[config.mk]
export PLATFORM = sky130hd
export DESIGN_NAME = two_process_cpu_scheduler
export DESIGN_NICKNAME = d
export VERILOG_FILES = /design/src/sv/tpcs_pkg.sv /design/src/sv/tpcs_tick.sv /design/src/sv/two_process_cpu_scheduler.sv
export SDC_FILE = /design/constraint.sdc
export NUM_CORES = 1
export LEC_CHECK = 0
export BUFFER_PORTS_ARGS = -buffer_cell sky130_fd_sc_hd__buf_2
export CORE_MARGIN = 2
export CORE_UTILIZATION = 41
export CTS_BUF_LIST = sky130_fd_sc_hd__clkbuf_16
export CTS_CLUSTER_DIAMETER = 60
export DETAILED_ROUTE_END_ITERATION = 6
export GPL_ROUTABILITY_DRIVEN = 0
export PLACE_DENSITY = 0.55
export SLEW_MARGIN = 20
export SYNTH_ARGS = -nofsm -noshare
export SYNTH_HDL_FRONTEND = slang
export SYNTH_SLANG_ARGS = --single-unit
[constraint.sdc]
create_clock -name clk -period 19.5 [get_ports clk]
set_clock_uncertainty 0.15 [all_clocks]
set_input_delay 0 -clock clk [delete_from_list [all_inputs] [get_ports clk]]
set_output_delay 0 -clock clk [all_outputs]
set_load 0.01 [all_outputs]
[src/sv/tpcs_pkg.sv]
// ----------------------------------------------------------------------------
// tpcs_pkg: shared types and codes for the two-process CPU scheduler
// Holds the widths, the process state codes, the policy codes, the register
// indexes, the state and configuration records and the saturating helpers.
// ----------------------------------------------------------------------------
package tpcs_pkg;

  // Width of the burst down-counters and of the saturating totals
  localparam int BURST_WIDTH = 8;
  localparam int COUNT_WIDTH = 16;

  // Width of the round robin slice, set by the quantum register
  localparam int SLICE_WIDTH = 8;

  // Configuration port
  localparam int CFG_INDEX_WIDTH = 3;
  localparam int CFG_DATA_WIDTH  = 8;

  // Stream payload widths in bytes-aligned form
  localparam int IN_DATA_WIDTH  = 8;
  localparam int OUT_DATA_WIDTH = 72;

  typedef logic [BURST_WIDTH-1:0]     burst_t;
  typedef logic [COUNT_WIDTH-1:0]     count_t;
  typedef logic [SLICE_WIDTH-1:0]     slice_t;
  typedef logic [1:0]                 status_t;
  typedef logic [1:0]                 mode_t;
  typedef logic [CFG_INDEX_WIDTH-1:0] cfg_index_t;
  typedef logic [CFG_DATA_WIDTH-1:0]  cfg_data_t;

  // Process state codes
  localparam status_t ST_READY = 2'd0;
  localparam status_t ST_RUN   = 2'd1;
  localparam status_t ST_WAIT  = 2'd2;
  localparam status_t ST_DONE  = 2'd3;

  // Scheduling policy codes
  localparam mode_t MODE_FCFS = 2'd0;
  localparam mode_t MODE_SJF  = 2'd1;
  localparam mode_t MODE_PSJF = 2'd2;
  localparam mode_t MODE_RR   = 2'd3;

  // Configuration register indexes
  localparam cfg_index_t CFG_MODE      = 3'd0;
  localparam cfg_index_t CFG_QUANTUM   = 3'd1;
  localparam cfg_index_t CFG_P1_FIRST  = 3'd2;
  localparam cfg_index_t CFG_P1_IO     = 3'd3;
  localparam cfg_index_t CFG_P1_SECOND = 3'd4;
  localparam cfg_index_t CFG_P2_FIRST  = 3'd5;
  localparam cfg_index_t CFG_P2_IO     = 3'd6;
  localparam cfg_index_t CFG_P2_SECOND = 3'd7;

  // Configuration registers as seen by the tick logic
  typedef struct packed {
    mode_t                 mode;
    slice_t                quantum;
    logic [1:0][7:0]       first_burst;
    logic [1:0][7:0]       io_burst;
    logic [1:0][7:0]       second_burst;
  } sched_cfg_t;

  // Scheduler state carried from one tick to the next
  typedef struct packed {
    logic [1:0][1:0]             status;
    logic [1:0][BURST_WIDTH-1:0] cpu_left;
    logic [1:0][BURST_WIDTH-1:0] io_left;
    slice_t                      slice_left;
    logic [1:0][COUNT_WIDTH-1:0] wait_total;
    count_t                      busy_total;
    count_t                      tick_total;
  } sched_state_t;

  function automatic count_t sat_inc(count_t v);
    return (v == '1) ? v : v + count_t'(1);
  endfunction

  function automatic burst_t burst_dec(burst_t v);
    return (v == '0) ? v : v - burst_t'(1);
  endfunction

  function automatic slice_t slice_dec(slice_t v);
    return (v == '0) ? v : v - slice_t'(1);
  endfunction

endpackage

[src/sv/tpcs_tick.sv]
// ----------------------------------------------------------------------------
// tpcs_tick: next-state logic for one scheduler tick
// Applies restart, burst completion, the policy step, IO completion,
// dispatch and the counter updates to the current state in one pass.
// ----------------------------------------------------------------------------
module tpcs_tick (
  input  tpcs_pkg::sched_cfg_t   cfg,
  input  logic                   restart,
  input  tpcs_pkg::sched_state_t cur,
  output tpcs_pkg::sched_state_t nxt
);

  always_comb begin
    logic pick2;
    nxt   = cur;
    pick2 = 1'b0;

    // Reload from the configuration registers
    if (restart) begin
      for (int k = 0; k < 2; k++) begin
        nxt.status[k]     = tpcs_pkg::ST_READY;
        nxt.cpu_left[k]   = tpcs_pkg::burst_t'(cfg.first_burst[k]);
        nxt.io_left[k]    = tpcs_pkg::burst_t'(cfg.io_burst[k]);
        nxt.wait_total[k] = '0;
      end
      nxt.slice_left = cfg.quantum;
      nxt.busy_total = '0;
      nxt.tick_total = '0;
    end

    // Simulate the tick unless both processes are done
    if (!(nxt.status[0] == tpcs_pkg::ST_DONE && nxt.status[1] == tpcs_pkg::ST_DONE)) begin
      nxt.tick_total = tpcs_pkg::sat_inc(nxt.tick_total);

      // Retire a used-up CPU burst, process 1 first, one per tick
      if (nxt.status[0] == tpcs_pkg::ST_RUN && nxt.cpu_left[0] == '0) begin
        nxt.status[0] = (nxt.io_left[0] == '0) ? tpcs_pkg::ST_DONE : tpcs_pkg::ST_WAIT;
      end else if (nxt.status[1] == tpcs_pkg::ST_RUN && nxt.cpu_left[1] == '0) begin
        nxt.status[1] = (nxt.io_left[1] == '0) ? tpcs_pkg::ST_DONE : tpcs_pkg::ST_WAIT;
      end

      // Policy step: preempt every tick, or on slice expiry
      if (cfg.mode == tpcs_pkg::MODE_PSJF) begin
        for (int k = 0; k < 2; k++) begin
          if (nxt.status[k] == tpcs_pkg::ST_RUN) begin
            nxt.status[k] = tpcs_pkg::ST_READY;
          end
        end
      end else if (cfg.mode == tpcs_pkg::MODE_RR) begin
        if (nxt.status[0] == tpcs_pkg::ST_RUN && nxt.slice_left == '0) begin
          nxt.status[0] = tpcs_pkg::ST_READY;
          if (nxt.status[1] == tpcs_pkg::ST_READY) begin
            nxt.status[1]  = tpcs_pkg::ST_RUN;
            nxt.slice_left = cfg.quantum;
          end
        end
        if (nxt.status[1] == tpcs_pkg::ST_RUN && nxt.slice_left == '0) begin
          nxt.status[1] = tpcs_pkg::ST_READY;
          if (nxt.status[0] == tpcs_pkg::ST_READY) begin
            nxt.status[0]  = tpcs_pkg::ST_RUN;
            nxt.slice_left = cfg.quantum;
          end
        end
      end

      // End IO and load the second burst
      for (int k = 0; k < 2; k++) begin
        if (nxt.status[k] == tpcs_pkg::ST_WAIT && nxt.io_left[k] == '0) begin
          nxt.status[k]   = tpcs_pkg::ST_READY;
          nxt.cpu_left[k] = tpcs_pkg::burst_t'(cfg.second_burst[k]);
        end
      end

      // Dispatch; shortest remaining burst wins in the sjf modes
      if (nxt.status[0] == tpcs_pkg::ST_READY && nxt.status[1] == tpcs_pkg::ST_READY) begin
        pick2 = (cfg.mode == tpcs_pkg::MODE_SJF || cfg.mode == tpcs_pkg::MODE_PSJF) &&
                (nxt.cpu_left[1] < nxt.cpu_left[0]);
        nxt.status[pick2] = tpcs_pkg::ST_RUN;
        nxt.slice_left    = cfg.quantum;
      end else if (nxt.status[0] == tpcs_pkg::ST_READY &&
                   nxt.status[1] != tpcs_pkg::ST_RUN) begin
        nxt.status[0]  = tpcs_pkg::ST_RUN;
        nxt.slice_left = cfg.quantum;
      end else if (nxt.status[1] == tpcs_pkg::ST_READY &&
                   nxt.status[0] != tpcs_pkg::ST_RUN) begin
        nxt.status[1]  = tpcs_pkg::ST_RUN;
        nxt.slice_left = cfg.quantum;
      end

      // Advance the down-counters and the totals
      nxt.slice_left = tpcs_pkg::slice_dec(nxt.slice_left);
      for (int k = 0; k < 2; k++) begin
        case (nxt.status[k])
          tpcs_pkg::ST_RUN: begin
            nxt.cpu_left[k] = tpcs_pkg::burst_dec(nxt.cpu_left[k]);
            nxt.busy_total  = tpcs_pkg::sat_inc(nxt.busy_total);
          end
          tpcs_pkg::ST_WAIT: begin
            nxt.io_left[k] = tpcs_pkg::burst_dec(nxt.io_left[k]);
          end
          tpcs_pkg::ST_READY: begin
            nxt.wait_total[k] = tpcs_pkg::sat_inc(nxt.wait_total[k]);
          end
          default: begin
          end
        endcase
      end
    end
  end

endmodule

[src/sv/two_process_cpu_scheduler.sv]
// ----------------------------------------------------------------------------
// two_process_cpu_scheduler: two processes sharing one CPU, one tick per item
// Latency: a result is valid the cycle after its input transfer.
// Throughput: one tick per cycle unless the output stalls; the state register and
// combinational tick logic close the loop; the output register decouples the two sides.
// Reset: both processes done, counters zero, registers at defaults, no result.
// ----------------------------------------------------------------------------
module two_process_cpu_scheduler (
  input  logic                                     clk,
  input  logic                                     rst,
  // configuration write port
  input  logic                                     cfg_we,
  input  tpcs_pkg::cfg_index_t                     cfg_index,
  input  tpcs_pkg::cfg_data_t                      cfg_data,
  // input stream
  input  logic                                     s_axis_tvalid,
  output logic                                     s_axis_tready,
  // [0] restart, [7:1] zero
  input  logic [tpcs_pkg::IN_DATA_WIDTH-1:0]       s_axis_tdata,
  // output stream
  output logic                                     m_axis_tvalid,
  input  logic                                     m_axis_tready,
  // [1:0] p1_state, [3:2] p2_state, [19:4] p1_ready_ticks,
  // [35:20] p2_ready_ticks, [51:36] cpu_busy_ticks, [67:52] trace_length,
  // [68] finished, [71:69] zero
  output logic [tpcs_pkg::OUT_DATA_WIDTH-1:0]      m_axis_tdata
);

  tpcs_pkg::sched_cfg_t   cfg;
  tpcs_pkg::sched_state_t state;
  tpcs_pkg::sched_state_t state_next;
  logic                   in_fire;
  logic                   restart;
  logic                   finished_next;

  assign restart       = s_axis_tdata[0];
  assign s_axis_tready = !m_axis_tvalid || m_axis_tready;
  assign in_fire       = s_axis_tvalid && s_axis_tready;

  // Configuration registers
  always_ff @(posedge clk) begin
    if (rst) begin
      cfg.mode         <= tpcs_pkg::MODE_FCFS;
      cfg.quantum      <= tpcs_pkg::slice_t'(1);
      cfg.first_burst  <= {8'd1, 8'd1};
      cfg.io_burst     <= {8'd0, 8'd0};
      cfg.second_burst <= {8'd1, 8'd1};
    end else if (cfg_we) begin
      case (cfg_index)
        tpcs_pkg::CFG_MODE:      cfg.mode            <= cfg_data[1:0];
        tpcs_pkg::CFG_QUANTUM:   cfg.quantum         <= tpcs_pkg::slice_t'(cfg_data);
        tpcs_pkg::CFG_P1_FIRST:  cfg.first_burst[0]  <= cfg_data;
        tpcs_pkg::CFG_P1_IO:     cfg.io_burst[0]     <= cfg_data;
        tpcs_pkg::CFG_P1_SECOND: cfg.second_burst[0] <= cfg_data;
        tpcs_pkg::CFG_P2_FIRST:  cfg.first_burst[1]  <= cfg_data;
        tpcs_pkg::CFG_P2_IO:     cfg.io_burst[1]     <= cfg_data;
        tpcs_pkg::CFG_P2_SECOND: cfg.second_burst[1] <= cfg_data;
        default: begin
        end
      endcase
    end
  end

  // Next-state logic for one tick
  tpcs_tick u_tick (
    .cfg     (cfg),
    .restart (restart),
    .cur     (state),
    .nxt     (state_next)
  );

  assign finished_next = (state_next.status[0] == tpcs_pkg::ST_DONE) &&
                         (state_next.status[1] == tpcs_pkg::ST_DONE);

  // Scheduler state register, advanced on each input transfer
  always_ff @(posedge clk) begin
    if (rst) begin
      state.status     <= {tpcs_pkg::ST_DONE, tpcs_pkg::ST_DONE};
      state.cpu_left   <= '0;
      state.io_left    <= '0;
      state.slice_left <= '0;
      state.wait_total <= '0;
      state.busy_total <= '0;
      state.tick_total <= '0;
    end else if (in_fire) begin
      state <= state_next;
    end
  end

  // Output register: load a result on transfer in, drop it on transfer out
  always_ff @(posedge clk) begin
    if (rst) begin
      m_axis_tvalid <= 1'b0;
    end else if (in_fire) begin
      m_axis_tvalid <= 1'b1;
    end else if (m_axis_tready) begin
      m_axis_tvalid <= 1'b0;
    end
  end

  always_ff @(posedge clk) begin
    if (in_fire) begin
      m_axis_tdata <= {3'b000,
                       finished_next,
                       16'(state_next.tick_total),
                       16'(state_next.busy_total),
                       16'(state_next.wait_total[1]),
                       16'(state_next.wait_total[0]),
                       state_next.status[1],
                       state_next.status[0]};
    end
  end

  // The CPU is never held by both processes
  a_single_runner: assert property (@(posedge clk) disable iff (rst)
    !(state.status[0] == tpcs_pkg::ST_RUN && state.status[1] == tpcs_pkg::ST_RUN))
    else $error("both processes running");

  // Busy ticks never exceed simulated ticks
  a_busy_le_ticks: assert property (@(posedge clk) disable iff (rst)
    state.busy_total <= state.tick_total)
    else $error("busy count above tick count");

  // A restart tick always reports a trace length of one
  a_restart_trace: assert property (@(posedge clk) disable iff (rst)
    in_fire && restart |=> m_axis_tvalid && m_axis_tdata[67:52] == 16'd1)
    else $error("restart tick trace length wrong");

  // Once both are done, a tick without restart leaves the state alone
  a_idle_frozen: assert property (@(posedge clk) disable iff (rst)
    in_fire && !restart && state.status[0] == tpcs_pkg::ST_DONE &&
    state.status[1] == tpcs_pkg::ST_DONE |=> $stable(state))
    else $error("finished state changed");

endmodule
== Yosys cells after proc, flatten, opt, wreduce, memory -nomap -nowiden ==
Index checks and enable logic that the tools add are counted.
Widths: inputs -> output; s select.
Word-level totals
  flip-flop bits (word level): 236
  output and inout port bits: 74
Operators by class
  $add $sub $neg: 10
  magnitude comparators: 3
  eq/ne operators: 32
  multiplexer cells: 70
  bitwise logic cells: 3
  reductions and logical operators: 42
Operators by type and width (number)
  $mux 108: 2
  $mux 8: 26
  $mux 16: 10
  $add 16x1->16 const B: 5
  $eq 16x16->1 const B: 5
  $logic_not 8->1: 9
  $mux 4: 10
  $sub 8x1->8 const B: 5
  $mux 2: 17
  $eq 2x2->1 const B: 10
  $eq 2x1->1 const B: 8
  $reduce_and 2->1: 8
  $logic_and 1x1->1: 14
  $eq 3x3->1 const B: 4
  $logic_not 2->1: 6
  $lt 8x8->1: 1
  $eq 3x2->1 const B: 2
  $mux 1: 4
  $ne 2x1->1 const B: 2
  $eq 3x1->1 const B: 1
  $logic_not 3->1: 1
  $and 2x2->2: 1
  $demux 2 s1: 1
  $logic_or 1x1->1: 2
  other kinds (6): 6

== Logic depth before layout (Yosys ltp) ==
  word-level depth: 41
  mapped depth: 37

== By module ==
Synthesis repeated with hierarchy kept, for this count alone.
Unflattened totals
  cells, all modules: 1543
  area, all modules: 13924.6 µm²
Modules (own cells, without submodules)
  two_process_cpu_scheduler: times used 1, cells each 806, area an instance 8957.3 µm², seq. area each 5415.2 µm²
  tpcs_tick: times used 1, cells each 737, area an instance 4967.3 µm², seq. area each 0.0 µm²

== Least setup slack after synthesis ==
Ideal clock, no wire load.
  kind: input port to flip-flop
  start: in s_axis_tdata[0] (netlist bit)
  end: reg m_axis_tdata[37] (netlist bit) (data pin)
  data arrival time: 7838 ps
  path slack: 11252 ps
  stages on the path: 36
  buffers on the path: 11
  path through: clkbuf_1 > clkbuf_1 > clkbuf_1 > clkbuf_1 > clkbuf_1 > buf_1 > clkbuf_1 > mux2i_1 > ha_1 > o21ai_0 > o211ai_1 > a22oi_1 > and2_0 > clkbuf_1 > clkbuf_1 > nor2_1 > a21oi_1 > inv_1 > ha_1 > a21o_1 > a21oi_1 > o21ai_0 > nor4_1 > o211ai_2 > or3_1 > clkbuf_1 > and3_1 > clkbuf_1 > xnor2_1 > inv_1 > ha_1 > nand3_1 > mux2i_1 > and4bb_1 > a21oi_2 > mux2_2
RTL lines
  from (decl): line two_process_cpu_scheduler.sv:19  | input logic [tpcs_pkg::IN_DATA_WIDTH-1:0] s_axis_tdata,
  to (signal assigned): line two_process_cpu_scheduler.sv:103  | m_axis_tdata <= {3'b000,
  to (decl): line two_process_cpu_scheduler.sv:26  | output logic [tpcs_pkg::OUT_DATA_WIDTH-1:0] m_axis_tdata

== Worst setup path in the final report ==
  start: in s_axis_tdata[0] (netlist bit)
  end: reg state[18] (netlist bit)
On the way
  word-level cells in the longest chain between the ends: 39
Ends and longest elaborated chain
  $mux 108 (*): line tpcs_tick.sv:19  | if (restart) begin
  $logic_not 8->1 (tied with other cells): line tpcs_tick.sv:39, tpcs_tick.sv:68
  $mux 1 / $logic_and 1x1->1 (equally long branches): line tpcs_tick.sv:39, tpcs_tick.sv:38
  $mux 2: line tpcs_tick.sv:38  | end else if (nxt.status[1] == tpcs_pkg::ST_RUN && nxt.cpu_left[1] == '0) begin
  $mux 2: line tpcs_tick.sv:36  | if (nxt.status[0] == tpcs_pkg::ST_RUN && nxt.cpu_left[0] == '0) begin
  $mux 2: line tpcs_tick.sv:32  | if (!(nxt.status[0] == tpcs_pkg::ST_DONE && nxt.status[1] == tpcs_pkg::ST_DONE)) begin
  $logic_not 2->1: line tpcs_tick.sv:52  | if (nxt.status[1] == tpcs_pkg::ST_READY) begin
  $mux 8 / $mux 2 (equally long branches): line tpcs_tick.sv:52
  (+23 left out)
  $mux 4: line tpcs_tick.sv:32
  $eq 2x1->1: line tpcs_tick.sv:93  | case (nxt.status[k])
  $mux 16: line tpcs_tick.sv:93
  $mux 16: line tpcs_tick.sv:32
  $add 16x1->16 / $eq 16x16->1 (equally long branches): line tpcs_pkg.sv:74  | return (v == '1) ? v : v + count_t'(1);
  $mux 16: line tpcs_pkg.sv:74
  $mux 16: line tpcs_tick.sv:93
  $mux 108 (*): line tpcs_tick.sv:32
  to (signal assigned): line two_process_cpu_scheduler.sv:86  | state <= state_next;
  to (decl): line two_process_cpu_scheduler.sv:30  | tpcs_pkg::sched_state_t state;
Mark *: on every way between the ends. The rest lies on a longest branch, timed or not. The select of a mux whose other input is x is not followed.
A chain may end at the register's enable or synchronous reset.

==> reports/summary.txt <==
Outcome: completed
Crit path capture type: flip-flop
Worst skew pair latency: 570 ps
Initial antenna violation count: 0
Syn_area_per_cell: 8.357 µm²
Async S/R FF share, synth: 0%
Share of cells above drive strength 1: 11.42%
Setup WS pre-CTS: 11550 ps
Hold Fails Final Rpt: 0
Post-DRT Antenna Nets: 0
Setup WS post-layout: 11430 ps
Drt total wl: 35570 µm
Worst r2r path cells: 18
Hold_buf cts: 28
Via density: 5.591
Tot GR Track Use: 21.11%
Multi-input gate area: 7221 µm²
Placed insts: 1978
PwrDens: 85.05 nW/µm²
CP startpoint: s_axis_tdata[0]
Die H: 182.5 µm
# resized after CTS: 0
Vias: 11.50k
Die Wd: 182.5 µm
Startpoint Class: primary input
Synthesized flop and latch total: 236
Fmax: 0.1239 GHz
Static leakage: 0.005560 µW
R2R Setup Slk: 11620 ps
RR Startpoint: state[66]
Unrepaired setup endpoints after global routing: no
Placement row count: 65
IO Port Bufs: 87
Min cycle time layout: 8072 ps
CTS Sinks: 236
First-pass GRT wire length: 57500 µm
Final global-route overflow total: 0
Critical path class: in -> reg
Hpwl dp: 23910 µm
Drt drc: 0
Warnings from Yosys: 0
Hold Crit Depth: 5
Cells after Synth: 1563
CTS root buffer: clkbuf_16
Slew headroom: 29.03%
Layout Cells excl Fill: 2057
CTS Buf Count: 28
Setup total negative slack: 0 ps
CTS tree: done
Critical Path AT: 8360 ps
Period utilization: 41.40%
Post-CTS Setup Inserts: 0
WP data required: 19790 ps
Worst Hold Endpoint: state[34]
Area grow syn2layout: 14.45%
DR iter-0 viols: 771
Hold Startpoint: m_axis_tready
H-tree levels: 1
Cell Area, Synth: 13060 µm²
Hold Crit Class: in -> reg
Starting Density: 41.50%
Placeable Area: 31470 µm²
Sequential area share after synthesis: 41.46%
# setup viols final: 0
Pin count of the biggest net entering global routing: 91
Worst-path maximum fanout: 55
Slew Viols, Final: 0
Primary FF master, synth: dfxtp_1
Routed wire length per instance: 17.29 µm
Filler cell count in the final layout: 3125
Final hold slack: 39.99 ps
I/O Pins: 98
Critical R2R Capture: state[18]
DRT Pass-1 Iters: 7
Number of flops mapped to enable cells by yosys: 69
Max Cap Viol: 0
# diodes: 0
Worst-Margin Slew: 1060 ps
Peak VDD IR: 74.09 µV
Register clock-pin slew on the reported worst setup and hold paths: 60 ps
Die area: 33300 µm²
Register area: 5415 µm²
Vias in the first global route: 10.68k
Clk buf depth: 3
Final #Nets: 1681
Distinct cells, synth: 87
report_power, final:
group          internal (µW)  switching, µW  total [µW]
Sequential               531           19.0         550
Combinational           78.3            137         215
Clock                    292            215         506
cells in the final DEF, fill, tap and decap left out, types with 12 or more instances in the layout:
cell type      netlist  final
nand2_1            229    228
nor2_1             185    184
dfxtp_1            167    167
a21oi_1            102    102
buf_2                3     85
nor3_1              75     75
edfxtp_1            69     69
o21ai_0             62     62
nand3_1             53     53
xnor2_1             52     52
mux2i_1             52     52
nor2b_1             38     38
clkbuf_16            0     30
inv_1               24     28
dlygate4sd3_1        0     28
and3_1              25     25
ha_1                23     23
nand4_1             19     19
xor2_1              19     19
or3_1               19     19
a31oi_1             18     18
nor4_1              19     18
mux2_2              14     14
o211ai_1            14     14
a211oi_1            14     14
buf_4                4     13
and2_1              12     12
how the worst max path moves through the flow:
| stage | endpoint | slack [ps] | cells after the start |
|---|---|---|---|
| final | state[18] | 11430 | 23 |
| after global routing | state[18] | 10760 | 24 |
| after CTS | state[18] | 11540 | 23 |
| after detailed placement | state[18] | 11550 | 26 |
| after global placement | state[18] | 11660 | 26 |
| after floorplan | m_axis_tdata[37] | 11250 | 36 |
layout make-up:
class,instances,share of cell area [%]
Multi-Input combinational cell,1216,48.30
Tap cell,402,3.364
Inverter,26,0.6862
Sequential cell,236,36.22
Clock inverter,21,1.038
Clock buffer,30,5.021
Timing Repair Buffer,126,5.373
cell families (layout without fill, tap and decap cells):
family,Yosys count,in the layout,synth area share [%]
other,1,3,0.02871
buffers and inverters,113,203,3.448
flip-flops,236,236,41.46
XOR/XNOR,71,71,4.761
multiplexers,66,66,5.192
AO/OA/AOI/OAI,313,313,15.64
AND/OR/NAND/NOR,740,740,27.27
adder cells (fa/ha/maj),23,23,2.203
metrics by stage:
step / area (µm²) / total power (µW) / utilization, %
floorplan: 13070 / 711.1 / -
global placement: 13760 / 768.4 / 43.71
detailed placement: 13760 / 770.5 / 43.71
CTS: 14940 / 1285 / 47.48
global route: 14950 / 1333 / 47.50
finish: 14950 / 1272 / 47.50
layer usage:
metal,GRT usage (%),vias up,wire [µm]
li1,-,5745,-
met1,29.92,5455,17280
met2,34.46,251,16060
met3,2.435,50,1526
met4,4.968,0,698
met5,0,-,0
synth_stat cells, types with 6 or more instances:
cell type    n  area share (%)
ha_1        23             2.2
mux2i_1     52             4.0
clkbuf_1    67             1.9
nand4_1     19            0.91
o211ai_1    14            0.80
nand2_1    229             6.6
and2_1      12            0.57
or4_1        6            0.34
a31oi_1     18            0.86
a221oi_1     8            0.54
xor2_1      19             1.3
mux2_2      14             1.2
nand2b_1    10            0.48
a32o_1       7            0.54
edfxtp_1    69              16
or3_1       19            0.91
inv_1       24            0.69
dfxtp_1    167              26
xnor2_1     52             3.5
nor3_1      75             2.9
nor3b_1     10            0.57
nand3_1     53             2.0
nor2_1     185             5.3
or2_2        6            0.29
o21ai_1      6            0.23
a21oi_1    102             3.9
nor2b_1     38             1.8
nor4_1      19            0.91
a211oi_1    14            0.80
and3_1      25             1.2
buf_1       12            0.34
o31ai_1      6            0.34
a21o_1      10            0.57
o21ai_0     62             2.4
flip-flops by register name, indices dropped and copies added, names as in the netlist:
signal / flops
m_axis_tvalid: 1
cfg: 58
state: 108
m_axis_tdata: 69
critical path: stages:
cell,delay [ps]
dlygate4sd3_1,530
buf_4,260
buf_4,380
nor3b_1,530
and4_1,360
o211ai_1,130
a22oi_1,590
and2_0,620
o21ai_0,380
ha_1,300
a21oi_1,140
nor2b_1,50
o21ai_0,120
o21ai_0,130
nor4_1,260
o211ai_2,240
o311ai_2,940
nor2_1,510
a211oi_1,560
nor3_2,200
a21oi_2,460
a2111oi_0,200
a311o_1,360
Power figures use the tool's default switching activity.
